[src/npcq_pkg.sv]
// Package for the nearest palette color quantizer.
// Holds the palette tables, the shared types and the search state encoding.
// No dependencies.
package npcq_pkg;

	localparam int PALETTE_ENTRIES_DEF = 256;
	localparam int COMP_W = 8;
	localparam int DIST_W = 18;
	// Starting bound: every squared distance (at most 195075) is below it.
	localparam logic [DIST_W-1:0] DIST_INIT = 18'd198025;
	localparam int CUBE_START = 16;
	localparam int GRAY_START = 232;
	localparam logic [7:0] GRAY_FIRST = 8'd18;
	localparam logic [7:0] GRAY_STEP = 8'd10;
	localparam logic [2:0] CUBE_TOP = 3'd5;

	localparam logic [1:0] SEL_PAL8 = 2'd0;
	localparam logic [1:0] SEL_PAL16 = 2'd1;
	localparam logic [1:0] SEL_PAL256 = 2'd2;

	typedef struct packed {
		logic [COMP_W-1:0] r;
		logic [COMP_W-1:0] g;
		logic [COMP_W-1:0] b;
	} rgb_t;

	typedef enum logic [1:0] {
		S_IDLE,
		S_SCAN,
		S_DRAIN,
		S_DONE
	} scan_state_t;

	function automatic rgb_t pal8_rgb(input logic [2:0] idx);
		rgb_t c;
		unique case (idx)
			3'd0: c = '{8'd0, 8'd0, 8'd0};
			3'd1: c = '{8'd250, 8'd75, 8'd75};
			3'd2: c = '{8'd24, 8'd178, 8'd24};
			3'd3: c = '{8'd178, 8'd104, 8'd24};
			3'd4: c = '{8'd192, 8'd0, 8'd0};
			3'd5: c = '{8'd225, 8'd30, 8'd225};
			3'd6: c = '{8'd24, 8'd178, 8'd178};
			default: c = '{8'd178, 8'd178, 8'd178};
		endcase
		return c;
	endfunction

	function automatic rgb_t pal16_rgb(input logic [3:0] idx);
		rgb_t c;
		unique case (idx)
			4'd0: c = '{8'd0, 8'd0, 8'd0};
			4'd1: c = '{8'd128, 8'd0, 8'd0};
			4'd2: c = '{8'd0, 8'd128, 8'd0};
			4'd3: c = '{8'd128, 8'd128, 8'd0};
			4'd4: c = '{8'd0, 8'd0, 8'd128};
			4'd5: c = '{8'd128, 8'd0, 8'd128};
			4'd6: c = '{8'd0, 8'd128, 8'd128};
			4'd7: c = '{8'd192, 8'd192, 8'd192};
			4'd8: c = '{8'd128, 8'd128, 8'd128};
			4'd9: c = '{8'd255, 8'd0, 8'd0};
			4'd10: c = '{8'd0, 8'd255, 8'd0};
			4'd11: c = '{8'd255, 8'd255, 8'd0};
			4'd12: c = '{8'd0, 8'd0, 8'd255};
			4'd13: c = '{8'd255, 8'd0, 8'd255};
			4'd14: c = '{8'd0, 8'd255, 8'd255};
			default: c = '{8'd255, 8'd255, 8'd255};
		endcase
		return c;
	endfunction

	function automatic logic [7:0] cube_level(input logic [2:0] d);
		logic [7:0] v;
		unique case (d)
			3'd0: v = 8'd0;
			3'd1: v = 8'd95;
			3'd2: v = 8'd135;
			3'd3: v = 8'd175;
			3'd4: v = 8'd215;
			default: v = 8'd255;
		endcase
		return v;
	endfunction

endpackage

[src/npcq_fill.sv]
// Palette loader: after reset writes the three palettes into the palette RAM,
// one entry per cycle. Layout: 256-color at 0, 16-color next, 8-color last.
// Depends on npcq_pkg.
module npcq_fill #(
	parameter int PALETTE_ENTRIES = npcq_pkg::PALETTE_ENTRIES_DEF,
	parameter int DEPTH = PALETTE_ENTRIES + 24,
	parameter int AW = $clog2(DEPTH)
) (
	input  logic                clk,
	input  logic                arst_n,
	output logic                wr_en,
	output logic [AW-1:0]       wr_addr,
	output npcq_pkg::rgb_t      wr_data,
	output logic                fill_done
);

	localparam int CW = AW + 1;

	logic [CW-1:0] cnt_q;
	logic [2:0]    dr_q, dg_q, db_q;
	logic [7:0]    gray_q;
	logic          in_a, in_b;
	logic [7:0]    idx;
	logic [CW-1:0] off_b, off_c;
	logic          cube_step, gray_step;

	assign fill_done = (cnt_q == CW'(DEPTH));
	assign wr_en = !fill_done;
	assign wr_addr = cnt_q[AW-1:0];
	assign in_a = (cnt_q < CW'(PALETTE_ENTRIES));
	assign in_b = (cnt_q < CW'(PALETTE_ENTRIES + 16));
	assign idx = 8'(cnt_q);
	assign off_b = cnt_q - CW'(PALETTE_ENTRIES);
	assign off_c = cnt_q - CW'(PALETTE_ENTRIES + 16);

	assign cube_step = wr_en && in_a && (idx >= 8'(npcq_pkg::CUBE_START))
		&& (idx < 8'(npcq_pkg::GRAY_START));
	assign gray_step = wr_en && in_a && (idx > 8'(npcq_pkg::GRAY_START));

	always_comb begin
		if (in_a) begin
			if (idx < 8'(npcq_pkg::CUBE_START)) begin
				wr_data = npcq_pkg::pal16_rgb(idx[3:0]);
			end else if (idx < 8'(npcq_pkg::GRAY_START)) begin
				wr_data = '{npcq_pkg::cube_level(dr_q), npcq_pkg::cube_level(dg_q),
					npcq_pkg::cube_level(db_q)};
			end else if (idx == 8'(npcq_pkg::GRAY_START)) begin
				wr_data = '0;
			end else begin
				wr_data = '{gray_q, gray_q, gray_q};
			end
		end else if (in_b) begin
			wr_data = npcq_pkg::pal16_rgb(off_b[3:0]);
		end else begin
			wr_data = npcq_pkg::pal8_rgb(off_c[2:0]);
		end
	end

	always_ff @(posedge clk or negedge arst_n) begin
		if (!arst_n) begin
			cnt_q <= '0;
			dr_q <= '0;
			dg_q <= '0;
			db_q <= '0;
			gray_q <= npcq_pkg::GRAY_FIRST;
		end else begin
			if (wr_en) begin
				cnt_q <= cnt_q + CW'(1);
			end
			// cube digits count blue fastest, base six
			if (cube_step) begin
				if (db_q == npcq_pkg::CUBE_TOP) begin
					db_q <= '0;
					if (dg_q == npcq_pkg::CUBE_TOP) begin
						dg_q <= '0;
						dr_q <= dr_q + 3'd1;
					end else begin
						dg_q <= dg_q + 3'd1;
					end
				end else begin
					db_q <= db_q + 3'd1;
				end
			end
			if (gray_step) begin
				gray_q <= gray_q + npcq_pkg::GRAY_STEP;
			end
		end
	end

endmodule

[config.mk]
export PLATFORM = sky130hd
export DESIGN_NAME = npcq_fill
export DESIGN_NICKNAME = d
export VERILOG_FILES = /design/src/npcq_pkg.sv /design/src/npcq_fill.sv
export SDC_FILE = /design/constraint.sdc
export NUM_CORES = 1
export LEC_CHECK = 0
export ABC_AREA = 1
export BUFFER_PORTS_ARGS = -buffer_cell sky130_fd_sc_hd__buf_2
export CAP_MARGIN = 20
export CORE_MARGIN = 1.5
export CORE_UTILIZATION = 60
export CTS_BUF_LIST = sky130_fd_sc_hd__clkbuf_2 sky130_fd_sc_hd__clkbuf_4 sky130_fd_sc_hd__clkbuf_8
export DETAILED_ROUTE_END_ITERATION = 8
export PLACE_DENSITY_LB_ADDON = 0.1
export SYNTH_ARGS = -nofsm -noshare
export SYNTH_HDL_FRONTEND = slang
export SYNTH_SLANG_ARGS = --single-unit
[constraint.sdc]
create_clock -name clk -period 2 [get_ports clk]
set_input_delay 0.1 -clock clk [delete_from_list [all_inputs] [get_ports clk]]
set_output_delay 0.1 -clock clk [all_outputs]
set_load 0.01 [all_outputs]
==> results_dict.tcl <==
set metrics [dict create \
    p_leak_nw 1.64 \
    setup.worst_path.end_class "primary output" \
    std_cell_rows 23 \
    htree_levels 1 \
    fmax_ghz 0.508 \
    dp_slack_ps 125 \
    power_frac_comb_pct 1.4 \
    die_x_um 68.5 \
    slew_viol_final 0 \
    numCtsBuffers 3 \
    relSlewSlack_pct 59.3 \
    synth.yosys.seq_area_share_pct 25.4 \
    clk_pin_slew_ps 100 \
    grt_pass1_wl_um 11200 \
    globalplace.congestion 1.05 \
    core_sq_um 4060 \
    fp.dieH_um 68.5 \
    finalWorstSetupSlack_ps 30.9 \
    drc 0 \
    synth.avg_cell_area_sq_um 6.38 \
    p_per_area_nw_per_um2 296 \
    peakVddDrop_v 0.000235 \
    diodes 0 \
    path_max_fanout 10 \
    grt_pass1_vias 2440 \
    netlist_area_sq_um 2570 \
    cts.sinks 26 \
    synth_top_area_cell "dfrtp_1" \
    yosysUniqueCellTypes 32 \
    syn_to_final_growth_pct 18.1 \
    final_common_cell "nand2_1" \
    portBuffers 36 \
    wl_um 7310 \
    report.final.hold_viol_count 0 \
    synth_top_area_share_pct 23.3 \
    period_share_pct 98.5 \
    cpPeakStageDelay_ps 500 \
    synth.net_count 420 \
    yosys-top-cells-area "dfrtp_1 23%, nand2_1 20%, ha_1 7.3%" \
    worstMarginPinSlew_ps 611 \
    syn_inst 403 \
    gr-usage-all-layers_pct 31.7 \
    fillers 349 \
    setup_viol 0 \
    initial_utilization_pct 63.4 \
    hold_class "input port to async pin" \
    ys_seq_elements 26 \
    placed_area_sq_um 2760 \
    postRouteAntennaNets 0 \
    drt_iter0_drc 451 \
    fin_setup_tns_ps 0 \
    clkPwrFrac_pct 40.2 \
    rsz0062_at_grt "yes" \
    detail_route.wl_per_cell_um 14.7 \
    crit_chain "buf_4 > nor2_2 > nand3_4 > nand3_1 > nand3_1 > nand2_1 > nand2_1 > buf_2" \
    cp_slowest_cell "dfrtp_2" \
    p_switching_mw 0.195 \
    clock_latency_ps 280 \
    clockRootBuffer "clkbuf_8" \
    p_total_mw 0.899 \
    arrival_ps 1870 \
    start_kind "flop" \
    die_area_sq_um 4690 \
    finalNetCount 465 \
    overflow 0 \
    internal-power_mw 0.704 \
    period_minus_slack_ps 1970 \
    clock_skew_ps 10.0 \
    drt-pass1-iter-count 6 \
    clock_path_buffers 2 \
    cts_tree "done" \
    cap_violations 0 \
    antenna_found_initial 0 \
    grt_start_max_net_pins 27 \
    seq_power_share_pct 58.5 \
    critPathRequiredTime_ps 1900 \
    stdcell_area_sq_um 3040 \
    pin_count 37 \
    switching_share_pct 21.7 \
    critPathKind "flop to primary output" \
    layout_common_cells "137 x nand2_1, 41 x inv_1, 36 x buf_2" \
    ys_warn_count 0 \
    post_route_cells_drive_above_1_share_pct 25.1 \
    vias 2807 \
    viasPerCell 5.65 \
    dpl.hpwl_um 5260 \
    fin_hold_ws_ps 356 \
    status "finished clean" \
]
## critical path: cells and delay by family, from the launching register on
kind          cells  cell delay, ps
flops             1             500
simple gates      6             760
buf+inv           2             320
## routing by layer
metal  up-vias  track usage (%)  wire [um]
met4         0             8.50        130
met3        16             6.41        625
li1       1366                -          -
met1      1271             44.5       3230
met2       154             49.4       3320
met5         -                0          0
## through the flow
step,cells,utilization (%)
global route,497,74.9
global placement,482,68.0
detailed placement,482,68.0
finish,497,74.9
CTS,490,70.8
floorplan,403,-
## flip-flops by register name (all words and copies together), names as in the netlist
register and count:
dg_q 3, gray_q 7, dr_q 3, cnt_q 10, db_q 3
## logic make-up after synthesis
| group | share of synthesized area (%) |
|---|---|
| DFF | 25.4 |
| AOI/OAI and AO/OA | 9.83 |
| adders and majority gates | 7.30 |
| xor gates and xnor gates | 4.43 |
| and+or+nand+nor | 41.1 |
| buffers and inverters | 12.0 |
## power by group through the flow
stage / Clock [mW] / Sequential (mW) / Combinational (mW)
finish: 0.361 / 0.525 / 0.0125
global route: 0.378 / 0.525 / 0.0147
CTS: 0.361 / 0.525 / 0.0133
detailed placement: 0 / 0.536 / 0.0118
global placement: 0 / 0.536 / 0.0113
floorplan: 0 / 0.536 / 0.00000115
## area by class of cell
type | count | area, sq um | share of cell area (%)
clock buffer | 4 | 55.1 | 1.81
timing repair buffer | 55 | 325 | 10.7
sequential | 26 | 662 | 21.8
tap | 50 | 62.6 | 2.06
multi-input combinational | 313 | 1740 | 57.4
inverter | 49 | 189 | 6.22
## final timing paths
check | start | to | slack (ps) | cells past startpoint
hold reg to reg | gray_q[7] | gray_q[7] | 480 | 1
hold / removal | arst_n | dg_q[0] | 360 | 2
setup reg to reg | cnt_q[1] | cnt_q[7] | 260 | 5
min in group clk | gray_q[7] | gray_q[7] | 480 | 1
setup / recovery | cnt_q[0] | wr_data[7] | 30 | 8
max in group asynchronous | arst_n | cnt_q[0] | 1210 | 2
## Yosys cell counts (all sizes together)
| master | number |
|---|---|
| nand3b | 3 |
| a21boi | 1 |
| a21oi | 12 |
| nor3 | 2 |
| a22oi | 1 |
| nand3 | 31 |
| buf | 16 |
| nor4 | 1 |
| xnor2 | 1 |
| inv | 49 |
| ha | 15 |
| and2 | 2 |
| a31oi | 3 |
| nand4 | 14 |
| o21ai | 28 |
| dfstp | 2 |
| o21bai | 1 |
| o211ai | 1 |
| xor2 | 12 |
| nor2 | 41 |
| or2 | 3 |
| nand2 | 140 |
| dfrtp | 24 |
## timing repair
action	in CTS	in global routing
endpoints found under the hold margin	24	0
hold buffers	1	0
cloned	1	0
gates resized for setup	11	34
endpoints found under the setup margin	20	25
setup buffers	2	7
pin swaps	1	4
No activity file was read; power rests on OpenSTA's default activity.
