## config.mk

```make
export PLATFORM = sky130hd
export DESIGN_NAME = npcq_scan
export DESIGN_NICKNAME = d
export VERILOG_FILES = /design/src/npcq_pkg.sv /design/src/npcq_scan.sv
export SDC_FILE = /design/constraint.sdc
export NUM_CORES = 1
export LEC_CHECK = 0
export BUFFER_PORTS_ARGS = -buffer_cell sky130_fd_sc_hd__buf_2
export CORE_MARGIN = 5
export CORE_UTILIZATION = 68
export DETAILED_ROUTE_END_ITERATION = 6
export GPL_ROUTABILITY_DRIVEN = 0
export PLACE_DENSITY = 0.88
export SLEW_MARGIN = 40
export SYNTH_ARGS = -nofsm -noshare
export SYNTH_HDL_FRONTEND = slang
export SYNTH_SLANG_ARGS = --single-unit
```

## constraint.sdc

```tcl
create_clock -name clk -period 14.5 [get_ports clk]
set_input_delay 0.725 -clock clk [delete_from_list [all_inputs] [get_ports clk]]
set_output_delay 0.725 -clock clk [all_outputs]
set_load 0.02 [all_outputs]
```

## src/npcq_pkg.sv

```systemverilog
// Package for the nearest palette color quantizer.
// Holds the palette tables, the shared types and the search state encoding.
// No dependencies.
package npcq_pkg;

	localparam int PALETTE_ENTRIES_DEF = 256;
	localparam int COMP_W = 8;
	localparam int DIST_W = 18;
	// Starting bound: every squared distance (at most 195075) is below it.
	localparam logic [DIST_W-1:0] DIST_INIT = 18'd198025;
	localparam int CUBE_START = 16;
	localparam int GRAY_START = 232;
	localparam logic [7:0] GRAY_FIRST = 8'd18;
	localparam logic [7:0] GRAY_STEP = 8'd10;
	localparam logic [2:0] CUBE_TOP = 3'd5;

	localparam logic [1:0] SEL_PAL8 = 2'd0;
	localparam logic [1:0] SEL_PAL16 = 2'd1;
	localparam logic [1:0] SEL_PAL256 = 2'd2;

	typedef struct packed {
		logic [COMP_W-1:0] r;
		logic [COMP_W-1:0] g;
		logic [COMP_W-1:0] b;
	} rgb_t;

	typedef enum logic [1:0] {
		S_IDLE,
		S_SCAN,
		S_DRAIN,
		S_DONE
	} scan_state_t;

	function automatic rgb_t pal8_rgb(input logic [2:0] idx);
		rgb_t c;
		unique case (idx)
			3'd0: c = '{8'd0, 8'd0, 8'd0};
			3'd1: c = '{8'd250, 8'd75, 8'd75};
			3'd2: c = '{8'd24, 8'd178, 8'd24};
			3'd3: c = '{8'd178, 8'd104, 8'd24};
			3'd4: c = '{8'd192, 8'd0, 8'd0};
			3'd5: c = '{8'd225, 8'd30, 8'd225};
			3'd6: c = '{8'd24, 8'd178, 8'd178};
			default: c = '{8'd178, 8'd178, 8'd178};
		endcase
		return c;
	endfunction

	function automatic rgb_t pal16_rgb(input logic [3:0] idx);
		rgb_t c;
		unique case (idx)
			4'd0: c = '{8'd0, 8'd0, 8'd0};
			4'd1: c = '{8'd128, 8'd0, 8'd0};
			4'd2: c = '{8'd0, 8'd128, 8'd0};
			4'd3: c = '{8'd128, 8'd128, 8'd0};
			4'd4: c = '{8'd0, 8'd0, 8'd128};
			4'd5: c = '{8'd128, 8'd0, 8'd128};
			4'd6: c = '{8'd0, 8'd128, 8'd128};
			4'd7: c = '{8'd192, 8'd192, 8'd192};
			4'd8: c = '{8'd128, 8'd128, 8'd128};
			4'd9: c = '{8'd255, 8'd0, 8'd0};
			4'd10: c = '{8'd0, 8'd255, 8'd0};
			4'd11: c = '{8'd255, 8'd255, 8'd0};
			4'd12: c = '{8'd0, 8'd0, 8'd255};
			4'd13: c = '{8'd255, 8'd0, 8'd255};
			4'd14: c = '{8'd0, 8'd255, 8'd255};
			default: c = '{8'd255, 8'd255, 8'd255};
		endcase
		return c;
	endfunction

	function automatic logic [7:0] cube_level(input logic [2:0] d);
		logic [7:0] v;
		unique case (d)
			3'd0: v = 8'd0;
			3'd1: v = 8'd95;
			3'd2: v = 8'd135;
			3'd3: v = 8'd175;
			3'd4: v = 8'd215;
			default: v = 8'd255;
		endcase
		return v;
	endfunction

endpackage

```

## src/npcq_scan.sv

```systemverilog
// Search engine: walks the selected palette region of the RAM, one entry per
// cycle, squared distance over two stages, keeps the first minimum.
// Depends on npcq_pkg.
module npcq_scan #(
	parameter int PALETTE_ENTRIES = npcq_pkg::PALETTE_ENTRIES_DEF,
	parameter int AW = $clog2(PALETTE_ENTRIES + 24)
) (
	input  logic                clk,
	input  logic                arst_n,
	input  logic                fill_done,
	input  logic [1:0]          palette_select,
	input  logic                in_valid,
	output logic                in_ready,
	input  logic [7:0]          red,
	input  logic [7:0]          green,
	input  logic [7:0]          blue,
	output logic                out_valid,
	input  logic                out_ready,
	output logic [7:0]          color_index,
	output logic                rd_en,
	output logic [AW-1:0]       rd_addr,
	input  npcq_pkg::rgb_t      rd_data
);

	localparam int LIM16 = (PALETTE_ENTRIES < 16) ? PALETTE_ENTRIES : 16;

	npcq_pkg::scan_state_t state_q, state_d;

	npcq_pkg::rgb_t pix_q;
	logic [AW-1:0]  base_q;
	logic [7:0]     last_q;
	logic [7:0]     rd_cnt_q;
	logic           v_s1, v_s2;
	logic [7:0]     idx_s1, idx_s2;
	logic [15:0]    sq_r_s2, sq_g_s2, sq_b_s2;
	logic [npcq_pkg::DIST_W-1:0] best_d_q, sq_dist;
	logic [7:0]     best_i_q;
	logic           out_valid_q;
	logic [7:0]     color_index_q;
	logic           in_fire, load_out;
	logic [7:0]     dr, dg, db;

	assign in_fire = in_valid && in_ready;

	always_comb begin
		state_d = state_q;
		unique case (state_q)
			npcq_pkg::S_IDLE: if (in_fire) state_d = npcq_pkg::S_SCAN;
			npcq_pkg::S_SCAN: if (rd_cnt_q == last_q) state_d = npcq_pkg::S_DRAIN;
			npcq_pkg::S_DRAIN: if (!v_s1 && !v_s2) state_d = npcq_pkg::S_DONE;
			npcq_pkg::S_DONE: if (load_out) state_d = npcq_pkg::S_IDLE;
			default: state_d = npcq_pkg::S_IDLE;
		endcase
	end

	always_comb begin
		in_ready = (state_q == npcq_pkg::S_IDLE) && fill_done;
		rd_en = (state_q == npcq_pkg::S_SCAN);
		load_out = (state_q == npcq_pkg::S_DONE) && (!out_valid_q || out_ready);
	end

	assign rd_addr = base_q + AW'(rd_cnt_q);

	// absolute differences against the pixel
	always_comb begin
		dr = (rd_data.r > pix_q.r) ? rd_data.r - pix_q.r : pix_q.r - rd_data.r;
		dg = (rd_data.g > pix_q.g) ? rd_data.g - pix_q.g : pix_q.g - rd_data.g;
		db = (rd_data.b > pix_q.b) ? rd_data.b - pix_q.b : pix_q.b - rd_data.b;
	end

	assign sq_dist = npcq_pkg::DIST_W'(sq_r_s2) + npcq_pkg::DIST_W'(sq_g_s2)
		+ npcq_pkg::DIST_W'(sq_b_s2);

	always_ff @(posedge clk or negedge arst_n) begin
		if (!arst_n) begin
			state_q <= npcq_pkg::S_IDLE;
			v_s1 <= 1'b0;
			v_s2 <= 1'b0;
			out_valid_q <= 1'b0;
		end else begin
			state_q <= state_d;
			v_s1 <= rd_en;
			v_s2 <= v_s1;
			if (load_out) begin
				out_valid_q <= 1'b1;
			end else if (out_ready) begin
				out_valid_q <= 1'b0;
			end
		end
	end

	always_ff @(posedge clk) begin
		if (in_fire) begin
			pix_q <= '{red, green, blue};
			rd_cnt_q <= '0;
			best_d_q <= npcq_pkg::DIST_INIT;
			best_i_q <= '0;
			// high bit of the selector wins, so code three acts as 256-color
			if (palette_select[1]) begin
				base_q <= '0;
				last_q <= 8'(PALETTE_ENTRIES - 1);
			end else if (palette_select[0]) begin
				base_q <= AW'(PALETTE_ENTRIES);
				last_q <= 8'(LIM16 - 1);
			end else begin
				base_q <= AW'(PALETTE_ENTRIES + 16);
				last_q <= 8'd7;
			end
		end else begin
			if (rd_en) begin
				rd_cnt_q <= rd_cnt_q + 8'd1;
			end
			// strict compare keeps the lowest index on ties
			if (v_s2 && (sq_dist < best_d_q)) begin
				best_d_q <= sq_dist;
				best_i_q <= idx_s2;
			end
		end
		idx_s1 <= rd_cnt_q;
		idx_s2 <= idx_s1;
		sq_r_s2 <= dr * dr;
		sq_g_s2 <= dg * dg;
		sq_b_s2 <= db * db;
		if (load_out) begin
			color_index_q <= best_i_q;
		end
	end

	assign out_valid = out_valid_q;
	assign color_index = color_index_q;

endmodule

```

==> summary.txt <==
Status
  – Status: finished clean

Cells and area
  – Ant. Diodes: 0
  – Most common cell after layout, fill and taps aside: inv_1
  – Area growth syn-to-layout: 10.6%
  – Nets: roughly 1700
  – Share of cells above drive strength 1: around a tenth
  – Most frequent cells in the layout: inv_1 (240), ha_1 (177), nor2_1 (123)

Die
  – Die X: 142 um
  – DIE AREA: just over 20000 um2
  – I/O pin total: 75
  – Core area: roughly 17000 um2
  – FP Rows: 48
  – Die Height: between 100 and 150 um
  – Initial Util: just under 70%

GRT
  – Initial antenna violation count: 0
  – Global-route wire length before repair: between 40 and 50 mm
  – Vias in the first global route: between 9000 and 10000
  – GRT Util Overall: 25.5%
  – Gr ovfl total: 0
  – Largest net degree at the start of global routing: 36

Yosys
  – Yosys warns: 0
  – Post-Synth Adder-Cell Area: around 35%
  – EDFF count, synth: 36
  – Yosys reg bits: between 100 and 150
  – Cell Area, Synth: between 10000 and 15000 um2
  – Mapped Cells: between 1000 and 1500
  – Syn avg cell area: 9.39 um2
  – Main combinational cell family by area after synthesis: adder cells
  – Asr flop ratio synth: around 3.7%
  – Synth Area in Simple Gates: around a tenth
  – Synth unique cells: just under 60
  – Mux cell area share after synthesis: under 10%
  – Synth Area in Compound Gates: 10.3%
  – Seq/Total Area, Yosys: 26.0%
  – Xor and xnor area share after synthesis: approximately 7%
  – Top_reg_cell synth: dfxtp_1

Setup path
  – Cell depth of the worst setup path: 27
  – Reg-to-Reg Start: pix_q[0]$_DFFE_PP_
  – Crit path kind: in -> reg
  – Crit path to: sq_b_s2[13]$_DFF_P_
  – Worst reg2reg path depth: 25
  – WP buf/inv: 6
  – Max incr delay on CP: 0.63 ns
  – Critical path origin: rd_data[0]
  – Crit Path Max Fanout: 15
  – Worst endpoint required time: around 15 ns
  – Top delay family on crit path: adder cells
  – Setup slack, reg-to-reg: around 7.4 ns
  – CP arrival: around 7.5 ns
  – Slowest-stage cell, CP: xnor2_1
  – CP Capture Type: register
  – CP Launch Type: input port
  – Worst R2R End: sq_b_s2[13]$_DFF_P_

Detailed routing
  – Via density: about 5.6
  – Drc violations: 0
  – Via count: a little under 9000
  – Routed len/inst: around 15 um
  – WL final: between 20 and 25 mm
  – Final ANT Viol Nets: 0
  – Initial DRT Pass Iterations: 6
  – Initial DRC Count: approximately 430

Timing
  – Fin crit share: about 49%
  – Setup_tns: 0 ns
  – Fin. max-slew vios: 0
  – Slew headroom: 47.2%
  – Worst Tran Pin Value: ~0.79 ns
  – FMAX: between 0.1 and 0.15 GHz
  – Final setup viols: 0
  – RSZ-0062 raised after global routing: false
  – Clk_skew: a little under 0.01 ns
  – Fin. Hold Viols: 0
  – Fin crit period: 7.16 ns

Run
  – Max_cap viols: 0

Clock tree
  – Clock Path Buffers: 2
  – CTS Sinks: around 140
  – CTS tree: built
  – # H-tree levels: 4
  – Clock transition at path regs: approximately 0.070 ns
  – Post-CTS setup buffers: 0
  – Num CTS Buffers: 17
  – Post-CTS sizing: 0
  – Cts hold-fix bufs: 0
  – Clock root buffer: clkbuf_16
  – Clk_lat worst skew: roughly 0.45 ns

Min path
  – HP Class: in -> async

Placement
  – Port bufs: 74
  – DP HPWL: around 18 mm
==> how the worst min path moves through the flow <==
stage / from / end / cells past startpoint
2_1_floorplan: idx_s1[0]$_DFF_P_ / idx_s2[0]$_DFF_P_ / 0
3_3_place_gp: idx_s1[4]$_DFF_P_ / idx_s2[4]$_DFF_P_ / 0
3_5_place_dp: idx_s1[3]$_DFF_P_ / idx_s2[3]$_DFF_P_ / 0
4_1_cts: arst_n / state_q[1]$_DFFE_PN0P_ / 1
5_1_grt: arst_n / state_q[1]$_DFFE_PN0P_ / 1
6_report: arst_n / state_q[1]$_DFFE_PN0P_ / 1
==> registers in the layout (all words and copies together) (netlist names) <==
| signal | cells |
|---|---|
| out_valid | 1 |
| base_q | 2 |
| sq_g_s2 | 15 |
| last_q | 2 |
| state_q | 2 |
| best_d_q | 18 |
| pix_q | 24 |
| v_s1 | 1 |
| sq_b_s2 | 15 |
| color_index | 8 |
| rd_cnt_q | 8 |
| sq_r_s2 | 15 |
| best_i_q | 8 |
| v_s2 | 1 |
| idx_s1 | 8 |
| idx_s2 | 8 |
==> cells in the mapped netlist (4+ instances only) <==
library cell	n	area share (%)
nand2_1	41	1.3
ha_1	177	19
edfxtp_1	36	9.1
nor3_1	15	0.63
xor2_1	27	2.0
nand2b_1	8	0.42
or2_2	13	0.68
inv_1	240	7.6
buf_2	5	0.21
dfxtp_1	95	16
o21a_1	10	0.63
o21bai_1	14	0.88
clkbuf_1	12	0.38
fa_1	95	16
nand4_1	12	0.63
o22ai_1	6	0.31
or3_1	6	0.31
o21ai_0	37	1.6
xnor2_1	67	4.9
dfrtp_1	5	1.0
a21o_1	21	1.3
buf_4	4	0.25
nand3_1	11	0.46
o211ai_1	4	0.25
a21oi_1	67	2.8
and2_1	6	0.31
a211oi_1	5	0.31
nor2_1	123	3.9
a21boi_0	5	0.31
nor2b_1	22	1.2
mux2i_1	38	3.2
==> metrics by stage <==
| step | hold WS, ns | std cells | util [%] | setup WS, ns | instance area (um2) |
|---|---|---|---|---|---|
| finish | 0.0779 | 1581 | 76.6 | 7.34 | 13200 |
| global route | 0.0785 | 1581 | 76.6 | 6.79 | 13200 |
| CTS | 0.0712 | 1581 | 76.3 | 7.36 | 13200 |
| detailed placement | 0.312 | 1549 | 72.6 | 6.88 | 12500 |
| global placement | 0.310 | 1549 | 72.5 | 7.10 | 12500 |
| floorplan | 0.310 | 1271 | - | 7.59 | 11900 |
==> cell families (layout without fill, tap and decap cells) <==
logic type                 after synthesis  count (layout)
adders and majority gates              272             272
and+or+nand+nor                        268             268
buffers and inverters                  264             349
AOI/OAI and AO/OA                      195             195
DFF                                    136             136
xor gates and xnor gates                94              94
muxes                                   39              39
other                                    2               3
==> area by class of cell <==
cell class | count | area [um2]
multi-input cells | 871 | 7880
clock buffers | 17 | 425
flip-flops and latches | 136 | 3110
clock inverters | 15 | 220
repair buffers | 76 | 385
inverters | 241 | 905
fillers | 1071 | 4040
well taps | 225 | 282
==> routing by layer <==
layer | vias up | track usage, % | wire length, um
met5 | - | 0 | 0
met4 | 0 | 9.55 | 678
met3 | 61 | 4.30 | 1100
met2 | 220 | 44.9 | 12600
met1 | 4248 | 31.3 | 9920
li1 | 4263 | - | -
Power is left out: the tool's default activity adds up to more than one toggle a clock period on the data nets, which glitch-free logic cannot reach.
